<file path="src/hdl/q2e_delay.sv">
// Enabled shift line that aligns side data with the long pipeline paths.
module q2e_delay #(
  parameter int W     = 16,
  parameter int DEPTH = 4
) (
  input  logic         clk,
  input  logic         en,
  input  logic [W-1:0] din,
  output logic [W-1:0] dout
);
  logic [W-1:0] taps [DEPTH];

  always_ff @(posedge clk) begin
    if (en) begin
      taps[0] <= din;
      for (int i = 1; i < DEPTH; i++) begin
        taps[i] <= taps[i-1];
      end
    end
  end

  assign dout = taps[DEPTH-1];
endmodule

</file>
<file path="config.mk">
export PLATFORM = sky130hd
export DESIGN_NAME = q2e_delay
export DESIGN_NICKNAME = d
export VERILOG_FILES = /design/src/hdl/q2e_delay.sv
export SDC_FILE = /design/constraint.sdc
export NUM_CORES = 1
export LEC_CHECK = 0
export BUFFER_PORTS_ARGS = -buffer_cell sky130_fd_sc_hd__clkbuf_2
export CORE_AREA = 2 2 67 69
export DETAILED_ROUTE_END_ITERATION = 10
export DIE_AREA = 0 0 69 71
export PLACE_DENSITY = 0.73
export SLEW_MARGIN = 10
export SYNTH_ARGS = -nofsm -noshare
export SYNTH_HDL_FRONTEND = slang
export SYNTH_SLANG_ARGS = --single-unit
</file>
<file path="constraint.sdc">
create_clock -name clk -period 0.8 [get_ports clk]
set_input_delay 0.08 -clock clk [delete_from_list [all_inputs] [get_ports clk]]
set_output_delay 0.08 -clock clk [all_outputs]
set_load 0.005 [all_outputs]
</file>
Yosys cells after proc, flatten, opt, wreduce, memory -nomap -nowiden
Memories as Yosys holds them, arrays and structs flattened.
Cells that the tools add are included.

cells by class
  mux-type cells = 2

operators by type and width
  kind               count
  1-bit two-way mux  2

storage, ports and cells
  input port bits = 18
  output and inout bits = 16
  logic and storage cells = 3
  register bits after elaboration = 0
  memory bits (writable) = 64
  memories kept = 1

memory list
  name  words  bits a word  rd ports  clocked after memory_dff  wr ports  line  source
  taps  4      16           4         0                         4         11    logic [W-1:0] taps [DEPTH];

Depth between registers and ports, before layout
  depth in word-level cells = 2
  depth in mapped cells = 0
  mapped depth without buffers = 0

Least setup slack after synthesis
No wires, ideal clock.

  path type = flip-flop to flip-flop
  start point = memory taps[0][0]
  end point = memory taps[1][0] (data pin)
  library setup time = 0.266 ns
  cell stages (with the launch flop) = 1
  path slack = 0.211 ns
  period minus slack after synthesis = 0.589 ns
  arrival = 0.323 ns
  buffers on the path = 0
  path through = edfxtp_1

RTL lines
  element             line
  start: declaration  11

==> results.sh <==
export IMPL_setup_ws_ns=-0.0852
export IMPL_reg2reg_from="taps[0][11]$_DFFE_PP_"
export IMPL_antenna_found_initial=0
export IMPL_multi_input_area_um2=0
export IMPL_multi_input_cells=0
export IMPL_p_per_area_nw_per_um2=2520
export IMPL_core_um2=4200
export IMPL_fmax_ghz=1.13
export IMPL_rr_worst_depth=0
export IMPL_reg_top3="taps x64"
export IMPL_io_pins=34
export IMPL_status="finished with violations"
export IMPL_cp_start_kind="flip-flop"
export IMPL_synth_edff_count=64
export IMPL_synthesis_area_um2=1920
export IMPL_grt_overflow=0
export IMPL_die_area_um2=4900
export IMPL_largest_reg_flops=64
export IMPL_layout_drive_gt1_share=0.359
export IMPL_post_route_period_util=1.11
export IMPL_hold_ws_ns=0.261
export IMPL_crit_start="taps[3][2]$_DFFE_PP_"
export IMPL_crit_fanout=1
export IMPL_path_clk_slew_ns=0.06
export IMPL_synth_top_area_cell="edfxtp_1"
export IMPL_setup_tns_ns=-1.13
export IMPL_cp_depth=1
export IMPL_critPathKind="reg2out"
export IMPL_p_leak_uw=0.000931
export IMPL_ys_flop_type="edfxtp_1"
export IMPL_synth_warnings=0
export IMPL_nets=144
export IMPL_cts_buffers=9
export IMPL_grt_pass1_vias=766
export IMPL_gp_congestion=0.588
export IMPL_cpPeakStageDelay_ns=0.37
export IMPL_cts_sink_count=64
export IMPL_via_count=771
export IMPL_async_flop_share=0
export IMPL_drt_wl_total_um=2070
export IMPL_route_detailed_drc=0
export IMPL_r2r_end="taps[1][11]$_DFFE_PP_"
export IMPL_cp_slowest_cell="edfxtp_1"
export IMPL_start_util=0.457
export IMPL_tightest_slew_ns=0.165
export IMPL_grt_max_degree=33
export IMPL_cp_cell_sequence="clkbuf_2"
export IMPL_drtAntennaViolNets=0
export IMPL_synth_most_common_cell="edfxtp_1"
export IMPL_die_y_um=71
export IMPL_cp_top_family="flip-flops"
export IMPL_drt_first_pass_iters=4
export IMPL_hold_viol=0
export IMPL_antenna_cells=0
export IMPL_top_register="taps"
export IMPL_clk_path_buf_depth=2
export IMPL_htreeDepth=3
export IMPL_crit_end="dout[2]"
export IMPL_synth_net_count=82
export IMPL_rows=24
export IMPL_crit_required_ns=0.72
export IMPL_hold_path_class="in2reg"
export IMPL_insertion_delay_ns=0.31
export IMPL_relSlewSlack=0.890
export IMPL_portBuffers=33
export IMPL_synth_top_cells_by_count="edfxtp_1 (64)"
export IMPL_root_buffer="clkbuf_8"
export IMPL_crit_buf_inv=1
export IMPL_ys_seq_area_frac=1.00
export IMPL_viasPerCell=4.21
export IMPL_die_w_um=69
export IMPL_rsz0062_at_grt="true"
export IMPL_fin_crit_ns=0.885
export IMPL_synth_top_area_share=1.00
export IMPL_cap_violations=0
export IMPL_synth_seq_cells=64
export IMPL_syn_to_final_growth_pct=30.4
export IMPL_arrival_ns=0.81
export IMPL_cts_resized=0
export IMPL_netlist_instances=64
export IMPL_avgSynthCellArea_um2=30.0
export IMPL_wl_per_cell_um=11.3
export IMPL_worst_r2r_setup_slack_ns=0.15
export IMPL_ys_types=1
export IMPL_grt_use_total=0.0971
export IMPL_drt_initial_drc_count=33
export IMPL_finClkSkew_ns=0.00301
export IMPL_violations="negative setup slack"
export IMPL_vdd_drop_max_uv=1170
export IMPL_endpoint_kind="output port"
export IMPL_synthTopCellsByArea="edfxtp_1 (100%)"
export IMPL_grt_pass1_wl_um=3310
export IMPL_slew_violations=0
export IMPL_cts_tree="done"
export IMPL_setup_viol=16
cell usage in the layout (no fill, tap or decap):
cell type,instances
buf_12,2
clkbuf_1,1
clkbuf_2,33
clkbuf_8,9
clkinv_1,3
clkinv_2,3
dlygate4sd3_1,16
edfxtp_1,64
repair_timing:
action | in CTS | in global routing
gates cloned | 0 | 0
hold endpoints to repair | 16 | 0
endpoints found under the setup margin | 16 | 16
hold buffers | 16 | 0
setup buffers | 0 | 0
report_power, final:
group          internal (uW)  switching [uW]
clock network           1070            1010
registers               3950            51.7
logic                    127             100
total                   5150            1160
cell families (layout without fill, tap and decap cells):
kind of cell	count (synthesis)	in the layout	synth area share
buffers and inverters	0	67	0
flip-flops	64	64	1.00
area by class of cell:
cell class / count / area (um^2)
clock buffers: 10 / 128
repair buffers: 51 / 365
flip-flops and latches: 64 / 1920
clock inverters: 6 / 26.3
fillers: 298 / 1700
well taps: 52 / 65.1
worst min path at each step:
stage               cells past startpoint               endpoint  startpoint
floorplan                               0   taps[0][0]$_DFFE_PP_      din[0]
global placement                        1  taps[0][14]$_DFFE_PP_     din[14]
detailed placement                      1  taps[0][11]$_DFFE_PP_     din[11]
CTS                                     2  taps[3][10]$_DFFE_PP_          en
global route                            2  taps[2][10]$_DFFE_PP_          en
finish                                  2  taps[2][10]$_DFFE_PP_          en
stage by stage:
| step | power (uW) | worst slack [ns] | instances | cell area (um^2) | utilization |
|---|---|---|---|---|---|
| 3_3_place_gp | 4220 | 0.0606 | 151 | 2190 | 0.521 |
| 2_1_floorplan | 4070 | 0.211 | 64 | 1920 | - |
| 6_report | 6320 | -0.0852 | 183 | 2510 | 0.596 |
| 5_1_grt | 6580 | -0.143 | 183 | 2510 | 0.596 |
| 3_5_place_dp | 4250 | 0.0395 | 151 | 2190 | 0.521 |
| 4_1_cts | 6400 | -0.120 | 183 | 2510 | 0.596 |
layer usage:
metal	GRT usage	up-vias	share of wire
met5	0	-	0
met4	0.0850	0	0.021
met3	0.0584	5	0.066
met2	0.149	29	0.50
met1	0.0912	350	0.41
li1	-	387	-
(Power assumes the default switching activity.)
