## config.mk

```make
export PLATFORM = sky130hd
export DESIGN_NAME = q2e_sqrt_cell
export DESIGN_NICKNAME = d
export VERILOG_FILES = /design/src/hdl/q2e_pkg.sv /design/src/hdl/q2e_sqrt_cell.sv
export SDC_FILE = /design/constraint.sdc
export NUM_CORES = 1
export LEC_CHECK = 0
export ABC_AREA = 1
export ABC_CLOCK_PERIOD_IN_PS = 2300
export BUFFER_PORTS_ARGS = -buffer_cell sky130_fd_sc_hd__buf_2
export CAP_MARGIN = 5
export CORE_MARGIN = 1.5
export CORE_UTILIZATION = 34
export CTS_CLUSTER_DIAMETER = 40
export DETAILED_ROUTE_END_ITERATION = 6
export GPL_TIMING_DRIVEN = 0
export PLACE_DENSITY_LB_ADDON = 0.12
export RECOVER_POWER = 25
export SYNTH_ARGS = -nofsm -noshare
export SYNTH_HDL_FRONTEND = slang
export SYNTH_SLANG_ARGS = --single-unit
```

## constraint.sdc

```tcl
create_clock -name clk -period 2.3 [get_ports clk]
set_input_delay 0.115 -clock clk [delete_from_list [all_inputs] [get_ports clk]]
set_output_delay 0.115 -clock clk [all_outputs]
set_load 0.01 [all_outputs]
```

## src/hdl/q2e_pkg.sv

```systemverilog
// Shared constants and the CORDIC arctangent table for the quaternion to Euler converter.
package q2e_pkg;

  // Angle accumulator: pi is 2^31, headroom for the pre-rotation and stage sums.
  localparam int ZW = 34;
  localparam logic signed [ZW-1:0] HALF_TURN = 34'sh0_8000_0000;

  // Pitch path: cosine root has 31 bits (30 fraction bits, up to 1.0).
  localparam int SQRT_BITS = 31;
  localparam int RAD_W = 2 * SQRT_BITS;
  localparam int PITCH_IW = SQRT_BITS + 1;

  // atan(2^-i) with pi = 2^31, rounded.
  function automatic logic [31:0] atan_const(input int i);
    logic [31:0] v;
    case (i)
      0: v = 32'h20000000;
      1: v = 32'h12E4051E;
      2: v = 32'h09FB385B;
      3: v = 32'h051111D4;
      4: v = 32'h028B0D43;
      5: v = 32'h0145D7E1;
      6: v = 32'h00A2F61E;
      7: v = 32'h00517C55;
      8: v = 32'h0028BE53;
      9: v = 32'h00145F2F;
      10: v = 32'h000A2F98;
      11: v = 32'h000517CC;
      12: v = 32'h00028BE6;
      13: v = 32'h000145F3;
      14: v = 32'h0000A2FA;
      15: v = 32'h0000517D;
      16: v = 32'h000028BE;
      17: v = 32'h0000145F;
      18: v = 32'h00000A30;
      19: v = 32'h00000518;
      20: v = 32'h0000028C;
      21: v = 32'h00000146;
      22: v = 32'h000000A3;
      23: v = 32'h00000051;
      24: v = 32'h00000029;
      25: v = 32'h00000014;
      26: v = 32'h0000000A;
      27: v = 32'h00000005;
      28: v = 32'h00000003;
      29: v = 32'h00000001;
      30: v = 32'h00000001;
      default: v = 32'h00000000;
    endcase
    return v;
  endfunction

endpackage

```

## src/hdl/q2e_sqrt_cell.sv

```systemverilog
// One restoring square-root cell: decide one root bit, hand remainder on.
module q2e_sqrt_cell #(
  parameter int BIT = 30
) (
  input  logic                           clk,
  input  logic                           en,
  input  logic [q2e_pkg::RAD_W-1:0]      rem_in,
  input  logic [q2e_pkg::SQRT_BITS-1:0]  root_in,
  output logic [q2e_pkg::RAD_W-1:0]      rem_out,
  output logic [q2e_pkg::SQRT_BITS-1:0]  root_out
);
  import q2e_pkg::*;

  logic [RAD_W-1:0] trial;

  // (R + 2^b)^2 - R^2 = R*2^(b+1) + 2^(2b)
  assign trial = (RAD_W'(root_in) << (BIT + 1)) + (RAD_W'(1) << (2 * BIT));

  always_ff @(posedge clk) begin
    if (en) begin
      if (rem_in >= trial) begin
        rem_out  <= rem_in - trial;
        root_out <= root_in | (SQRT_BITS'(1) << BIT);
      end else begin
        rem_out  <= rem_in;
        root_out <= root_in;
      end
    end
  end
endmodule

```

## Word level (Yosys, flattened, before mapping)

Index checks and enable logic that the tools add are counted.

- Input port bits: 95
- Register bits after elaboration: 93

- Add/subtract/negate cells: 2
- Multiplexer cells: 1
- Magnitude comparators: 1

Operators with widths:

| cell | number |
|---|---|
| $add A62 B61 Y62 const B | 1 |
| $ge A62 B62 Y1 | 1 |
| $mux W62 | 1 |
| $sub A62 B62 Y62 | 1 |

## Longest topological paths before layout

Gate-level depths: netlist of the first run.

- Depth in word-level cells: 3
- Gate-level depth with buffers: 15
- Depth with buffers taken out: 15

## Worst setup path before layout of the first run

OpenSTA, ideal clock, no wires.

- Path kind: input to register
- Start: in root_in[29] (netlist name)
- End: reg root_out[30] (netlist name), data pin
- Slack: 470 ps
- Data required time: 2038 ps
- Cell stages on the path: 9
- Library setup time: 262 ps
- Path buffers: 0
- Arrival: 1568 ps
- Cell sequence: xnor2_1 -> ha_1 -> nand2_1 -> inv_1 -> a21oi_1 -> nand2_1 -> a21oi_1 -> nand3_4 -> or2_2

- Cells in the longest elaborated chain, start to end: 2

Ends and longest elaborated chain:

| what | line | text |
|---|---|---|
| from (decl) | q2e_sqrt_cell.sv:8 | `input logic [q2e_pkg::SQRT_BITS-1:0] root_in,` |
| $add A62 B61 Y62 | q2e_sqrt_cell.sv:17 | `assign trial = (RAD_W'(root_in) << (BIT + 1)) + (RAD_W'(1) << (2 * BIT));` |
| $ge A62 B62 Y1 | q2e_sqrt_cell.sv:21 | `if (rem_in >= trial) begin` |
| to (signal assigned) | q2e_sqrt_cell.sv:23 | `root_out <= root_in \| (SQRT_BITS'(1) << BIT);` |
| to (signal assigned) | q2e_sqrt_cell.sv:26 | `root_out <= root_in;` |
| to (decl) | q2e_sqrt_cell.sv:10 | `output logic [q2e_pkg::SQRT_BITS-1:0] root_out` |

Every way passes these cells.
A chain may end at the register's enable or synchronous reset.

## Worst setup path after layout of the first run

- Start: in en
- End: reg rem_out[4] (netlist name), enable pin

RTL lines:

| what | line | text |
|---|---|---|
| from (decl) | q2e_sqrt_cell.sv:6 | `input logic en,` |
| to (signal assigned) | q2e_sqrt_cell.sv:22 | `rem_out <= rem_in - trial;` |
| to (signal assigned) | q2e_sqrt_cell.sv:25 | `rem_out <= rem_in;` |
| to (decl) | q2e_sqrt_cell.sv:9 | `output logic [q2e_pkg::RAD_W-1:0] rem_out,` |

No word-level cell between the ends.

==> flow_metrics.env, run 1 <==
export IMPL_post_route_cell_area_mm2=0.00820
export IMPL_cp_depth=2
export IMPL_most_common_layout_cells="269 x nand2_1, 176 x buf_2, 154 x inv_1, 93 x edfxtp_1, 71 x nor2_1"
export IMPL_synth_edf_count=93
export IMPL_grtUsageTotal=0.190
export IMPL_cts_sinks=93
export IMPL_synth_seq_cells=93
export IMPL_required_ns=2.32
export IMPL_synth_top_cells_by_area="edfxtp_1 46%, nand2_1 17%, inv_1 9.5%"
export IMPL_area_growth_pct=35.0
export IMPL_drt_total_wl_um=17500
export IMPL_arrival_ns=2.03
export IMPL_nNetsFinal=1165
export IMPL_post_drt_wl_per_cell_um=13.8
export IMPL_p_sw_uw=1560
export IMPL_place_area_mm2=0.00732
export IMPL_cts_buffers=9
export IMPL_first_global_vias=5525
export IMPL_clockBufferDepth=2
export IMPL_cp_cell_sequence="clkbuf_1 -> buf_16"
export IMPL_drtAntennaViolNets=0
export IMPL_grt_antenna_before_repair=0
export IMPL_num_rows=48
export IMPL_cp_num_buf_inv=2
export IMPL_synth_ff_type="edfxtp_1"
export IMPL_cts_tree="built"
export IMPL_peakVddDrop_mv=0.334
export IMPL_critical_path_max_stage_delay_ns=1.52
export IMPL_clk_pin_slew_ns=0.07
export IMPL_cpLargestDelayFamily="buffers and inverters"
export IMPL_netlist_area_leader_share=0.460
export IMPL_intPower_uw=3480
export IMPL_period_share=0.874
export IMPL_violations="capacitance limit, slew limit"
export IMPL_num_vias=5628
export IMPL_drc=0
export IMPL_maxCapViolations=1
export IMPL_finalPower_uw=5030
export IMPL_dp_cells=1192
export IMPL_grt_overflow=0
export IMPL_clock_root_buffer="clkbuf_16"
export IMPL_tns_ns=0
export IMPL_synth_nets=906
export IMPL_mostFrequentLayoutCell="nand2_1"
export IMPL_crit_slowest_cell="clkbuf_1"
export IMPL_hpwlAfterDp_um=13700
export IMPL_synthCells=779
export IMPL_post_cts_setup_buffer_count=0
export IMPL_ys_async_sr_fraction=0
export IMPL_port_buffers=187
export IMPL_cp_end_kind="register"
export IMPL_dr_pass1_iters=4
export IMPL_power_frac_comb=0.274
export IMPL_synth_top_cell_by_area="edfxtp_1"
export IMPL_p_seq_frac=0.422
export IMPL_ys_seq_area_frac=0.460
export IMPL_mappedNetlistArea_mm2=0.00607
export IMPL_period_needed_ns=2.01
export IMPL_fp_dieW_um=137
export IMPL_run_status="complete, but fails checks"
export IMPL_yosys_warnings=0
export IMPL_core_mm2=0.0174
export IMPL_ios=188
export IMPL_grt_pass1_wl_um=26900
export IMPL_n_antenna_cell=0
export IMPL_worstSetupPathType="in2reg"
export IMPL_crit_end="rem_out[4]$_DFFE_PP_"
export IMPL_die_height_um=137
export IMPL_setup_viol=0
export IMPL_cp_startpoint="en"
export IMPL_htreeDepth=3
export IMPL_dieArea_mm2=0.0187
export IMPL_synth_cell_types=29
export IMPL_grt_max_degree=59
export IMPL_worstSetupStartpointType="input port"
export IMPL_syn_avg_cell_area_um2=7.79
export IMPL_p_leak_uw=0.00420
export IMPL_num_fill_cells=1787
export IMPL_hold_violations=0
export IMPL_drive_above_1_share=0.215
export IMPL_fmax_ghz=0.498
export IMPL_cp_max_fo=58
export IMPL_holdWs_ns=0.0509
export IMPL_max_slew_margin_rel=-0.455
export IMPL_stdcell_count=1268
export IMPL_drt_iter0_markers=225
export IMPL_hp_class="in2reg"
export IMPL_initial_core_util=0.350
export IMPL_power_share_clock=0.303
export IMPL_sw_frac_of_total=0.309
export IMPL_rsz0062_at_grt="false"
export IMPL_p_per_area_mw_per_mm2=614
export IMPL_worst_pin_slew_ns=2.18
export IMPL_viasPerCell=4.44
export IMPL_gp_congestion=0.866
export IMPL_drv_slew=36
## Yosys cell counts (3+ instances only)
master / number
nand2_2: 5
nand2_1: 269
nand3b_1: 4
nand4_1: 11
nor2_2: 5
and2_1: 9
o21ai_1: 13
xor2_1: 15
nor2_1: 71
ha_1: 31
inv_2: 4
inv_1: 154
nor3_1: 3
a21oi_1: 18
edfxtp_1: 93
nand3_2: 8
nand3_1: 49
## power groups by stage
stage	clock, µW	combinational [µW]	sequential (µW)
floorplan	0	681	2270
global placement	0	1300	2160
detailed placement	0	1310	2160
CTS	1570	1400	2120
global route	1610	1560	2140
finish	1530	1380	2120
## routing by layer
metal / global-route usage / routed length (µm)
met1: 0.246 / 8120
met2: 0.316 / 7940
met3: 0.0300 / 1110
met4: 0.0739 / 300
met5: 0 / 0
## state kept, by name, summed over array words and instances, names as in the netlist
register	cells
rem_out	62
root_out	31
## cell type report
| cell class | count | area [µm²] | share of cell area |
|---|---|---|---|
| flip-flops and latches | 93 | 2790 | 0.341 |
| multi-input cells | 522 | 2630 | 0.320 |
| repair buffers | 248 | 1550 | 0.189 |
| inverters | 158 | 593 | 0.0724 |
| well taps | 225 | 282 | 0.0343 |
| clock buffers | 9 | 225 | 0.0275 |
| clock inverters | 7 | 71.3 | 0.00870 |
| plain buffers | 6 | 57.6 | 0.00702 |
## worst min path at each step
stage / end / startpoint / cells past startpoint
floorplan: rem_out[0]$_DFFE_PP_ / rem_in[0] / 0
detailed placement: root_out[5]$_DFFE_PP_ / root_in[5] / 1
global placement: root_out[19]$_DFFE_PP_ / root_in[19] / 1
CTS: rem_out[13]$_DFFE_PP_ / rem_in[13] / 1
finish: root_out[30]$_SDFFCE_PP1P_ / root_in[30] / 2
global route: root_out[30]$_SDFFCE_PP1P_ / root_in[30] / 2
## cells by family (layout without fill, tap and decap cells)
group                      Yosys count  in the layout  share of synthesized area
DFF                                 93             93                      0.460
buffers and inverters              164            428                      0.107
xor gates and xnor gates            16             16                     0.0231
adders and majority gates           32             32                     0.0672
and+or+nand+nor                    440            440                      0.313
AOI/OAI and AO/OA                   34             34                     0.0293
## timing repair
item | CTS | global route
endpoints found under the setup margin | 0 | 0
hold buffers | 60 | 0
resized for setup | 0 | 0
endpoints found under the hold margin | 60 | 0
## per-stage QoR
step,setup slack [ns],util
after global routing,0.0723,0.472
after global placement,-0.101,0.420
after CTS,0.304,0.473
final,0.291,0.472
after detailed placement,-0.0573,0.422
after floorplan,0.470,-
Note: power is estimated with default switching activity, not from simulation.
==> inputs of run 2 (changes only) <==
REMOVE_ABC_BUFFERS = 1   (was default)
==> run 2 against run 1 <==
  * The run still ends with capacitance limit, slew limit left
  * Critical endpoint is now rem_out[45]$_DFFE_PP_
  * Largest cell class unchanged
  * Clock power decreased by 3%
  * First-iteration DRC count rose by 23%
  * Sequential share of layout area increased by 0.089 points
==> flow_metrics.env, run 2 (same netlist as run 1, synthesis figures left out) <==
export IMPL_run_status="complete, but fails checks"
export IMPL_violations="capacitance limit, slew limit"
export IMPL_clk_pin_slew_ns=0.07
export IMPL_worstSetupStartpointType="input port"
export IMPL_cpMostUsedCell="nand2_1"
export IMPL_dr_pass1_iters=5
export IMPL_mostFrequentLayoutCell="nand2_1"
export IMPL_cts_buffers=9
export IMPL_port_buffers=187
export IMPL_critical_path_max_stage_delay_ns=0.37
export IMPL_initial_core_util=0.350
export IMPL_core_mm2=0.0174
export IMPL_hpwlAfterDp_um=13100
export IMPL_drt_iter0_markers=277
export IMPL_most_common_layout_cells="269 x nand2_1, 171 x buf_2, 154 x inv_1, 93 x edfxtp_1, 71 x nor2_1"
export IMPL_layout_setup_ws_ns=0.220
export IMPL_drc=0
export IMPL_cts_sinks=93
export IMPL_peakVddDrop_mv=0.364
export IMPL_cp_max_fo=22
export IMPL_multi_input_area_mm2=0.00267
export IMPL_arrival_ns=2.19
export IMPL_num_fill_cells=1771
export IMPL_htreeDepth=3
export IMPL_worstSetupPathType="in2reg"
export IMPL_dpl_worst_slack_ns=-0.427
export IMPL_viasPerCell=4.40
export IMPL_dieArea_mm2=0.0187
export IMPL_max_slew_margin_rel=-0.310
export IMPL_clock_root_buffer="clkbuf_16"
export IMPL_tns_ns=0
export IMPL_area_growth_pct=34.7
export IMPL_cts_tree="built"
export IMPL_grt_pass1_wl_um=26200
export IMPL_grtUsageTotal=0.183
export IMPL_power_frac_comb=0.274
export IMPL_fp_dieW_um=137
export IMPL_crit_slowest_cell="nand3_4"
export IMPL_worst_pin_slew_ns=1.96
export IMPL_num_vias=5570
export IMPL_cpLargestDelayFamily="simple AND/OR/NAND/NOR gates"
export IMPL_drv_slew=33
export IMPL_die_height_um=137
export IMPL_gp_congestion=0.842
export IMPL_post_drt_wl_per_cell_um=13.7
export IMPL_cp_cell_sequence="clkbuf_1 -> xnor2_1 -> ha_1 -> nand2_1 -> inv_1 -> a21oi_1 -> nand2_1 -> a21oi_2 -> nand3_4 -> nand2_1 -> nand2_1"
export IMPL_finalPower_uw=4960
export IMPL_register_area_mm2=0.00279
export IMPL_drive_above_1_share=0.211
export IMPL_nNetsFinal=1162
export IMPL_largest_reg_flops=62
export IMPL_p_sw_uw=1600
export IMPL_setup_viol=0
export IMPL_grt_max_degree=62
export IMPL_largest_registers="rem_out x62, root_out x31"
export IMPL_rsz0062_at_grt="false"
export IMPL_grt_antenna_before_repair=1
export IMPL_cp_num_buf_inv=2
export IMPL_required_ns=2.41
export IMPL_period_needed_ns=2.08
export IMPL_first_global_vias=5316
export IMPL_cp_end_kind="register"
export IMPL_drt_total_wl_um=17400
export IMPL_grt_overflow=0
export IMPL_num_rows=48
export IMPL_period_share=0.905
export IMPL_p_leak_uw=0.00417
export IMPL_p_seq_frac=0.428
export IMPL_intPower_uw=3360
export IMPL_sw_frac_of_total=0.323
export IMPL_maxCapViolations=1
export IMPL_hp_class="in2reg"
export IMPL_stdcell_count=1266
export IMPL_dp_cells=1186
export IMPL_regMostFlops="rem_out"
export IMPL_drtAntennaViolNets=0
export IMPL_fmax_ghz=0.481
export IMPL_ios=188
export IMPL_hold_violations=0
export IMPL_p_per_area_mw_per_mm2=607
export IMPL_power_share_clock=0.299
export IMPL_clockBufferDepth=2
export IMPL_post_cts_setup_buffer_count=0
[run 2: cell types whose count changed in the layout (fill, tap and decap cells not counted), moves of 2 or more]
cell,change
nand3_4,+2
clkinv_1,-2
buf_6,-2
inv_8,+2
clkinvlp_4,+2
clkbuf_1,+4
buf_4,-2
buf_2,-5
[run 2: final timing paths]
check,startpoint,end,slack [ns],cells after the start
max,root_in[29],rem_out[45]$_DFFE_PP_,0.22,11
min,root_in[30],root_out[30]$_SDFFCE_PP1P_,0.05,2
[run 2: area by class of cell]
type                    count  area share
multi-input cells         524       0.326
well taps                 225      0.0344
diodes                      1    0.000306
clock inverters             7     0.00719
clock buffers               9      0.0275
repair buffers            249       0.190
flip-flops and latches     93       0.342
inverters                 158      0.0725
[run 2: layer usage]
metal  vias to the layer above  track usage  wire, µm
met3                        13       0.0344      1070
met1                      2421        0.246      8250
li1                       2964            -         -
met5                         -            0         0
met4                         0       0.0532       227
met2                       172        0.300      7850
[run 2: power by group through the flow]
stage / Combinational, µW / Clock, µW / Sequential [µW]
after floorplan: 653 / 0 / 2270
after global placement: 1260 / 0 / 2160
after detailed placement: 1270 / 0 / 2160
after CTS: 1360 / 1530 / 2120
after global routing: 1530 / 1570 / 2140
final: 1360 / 1480 / 2120
[run 2: timing repair]
| action | 4_1_cts | 5_1_grt |
|---|---|---|
| cloned | 0 | 2 |
| gates resized for setup | 1 | 3 |
| pin swaps | 0 | 1 |
| setup endpoints to repair | 1 | 32 |
| hold buffers | 61 | 0 |
| hold endpoints to repair | 61 | 0 |
[run 2: metrics by stage]
stage	hold WS [ns]	cell area, µm²	utilization
floorplan	0.214	6010	-
global placement	0.307	7230	0.417
detailed placement	0.307	7260	0.418
CTS	0.0435	8160	0.470
global route	0.0585	8170	0.471
finish	0.0497	8180	0.471
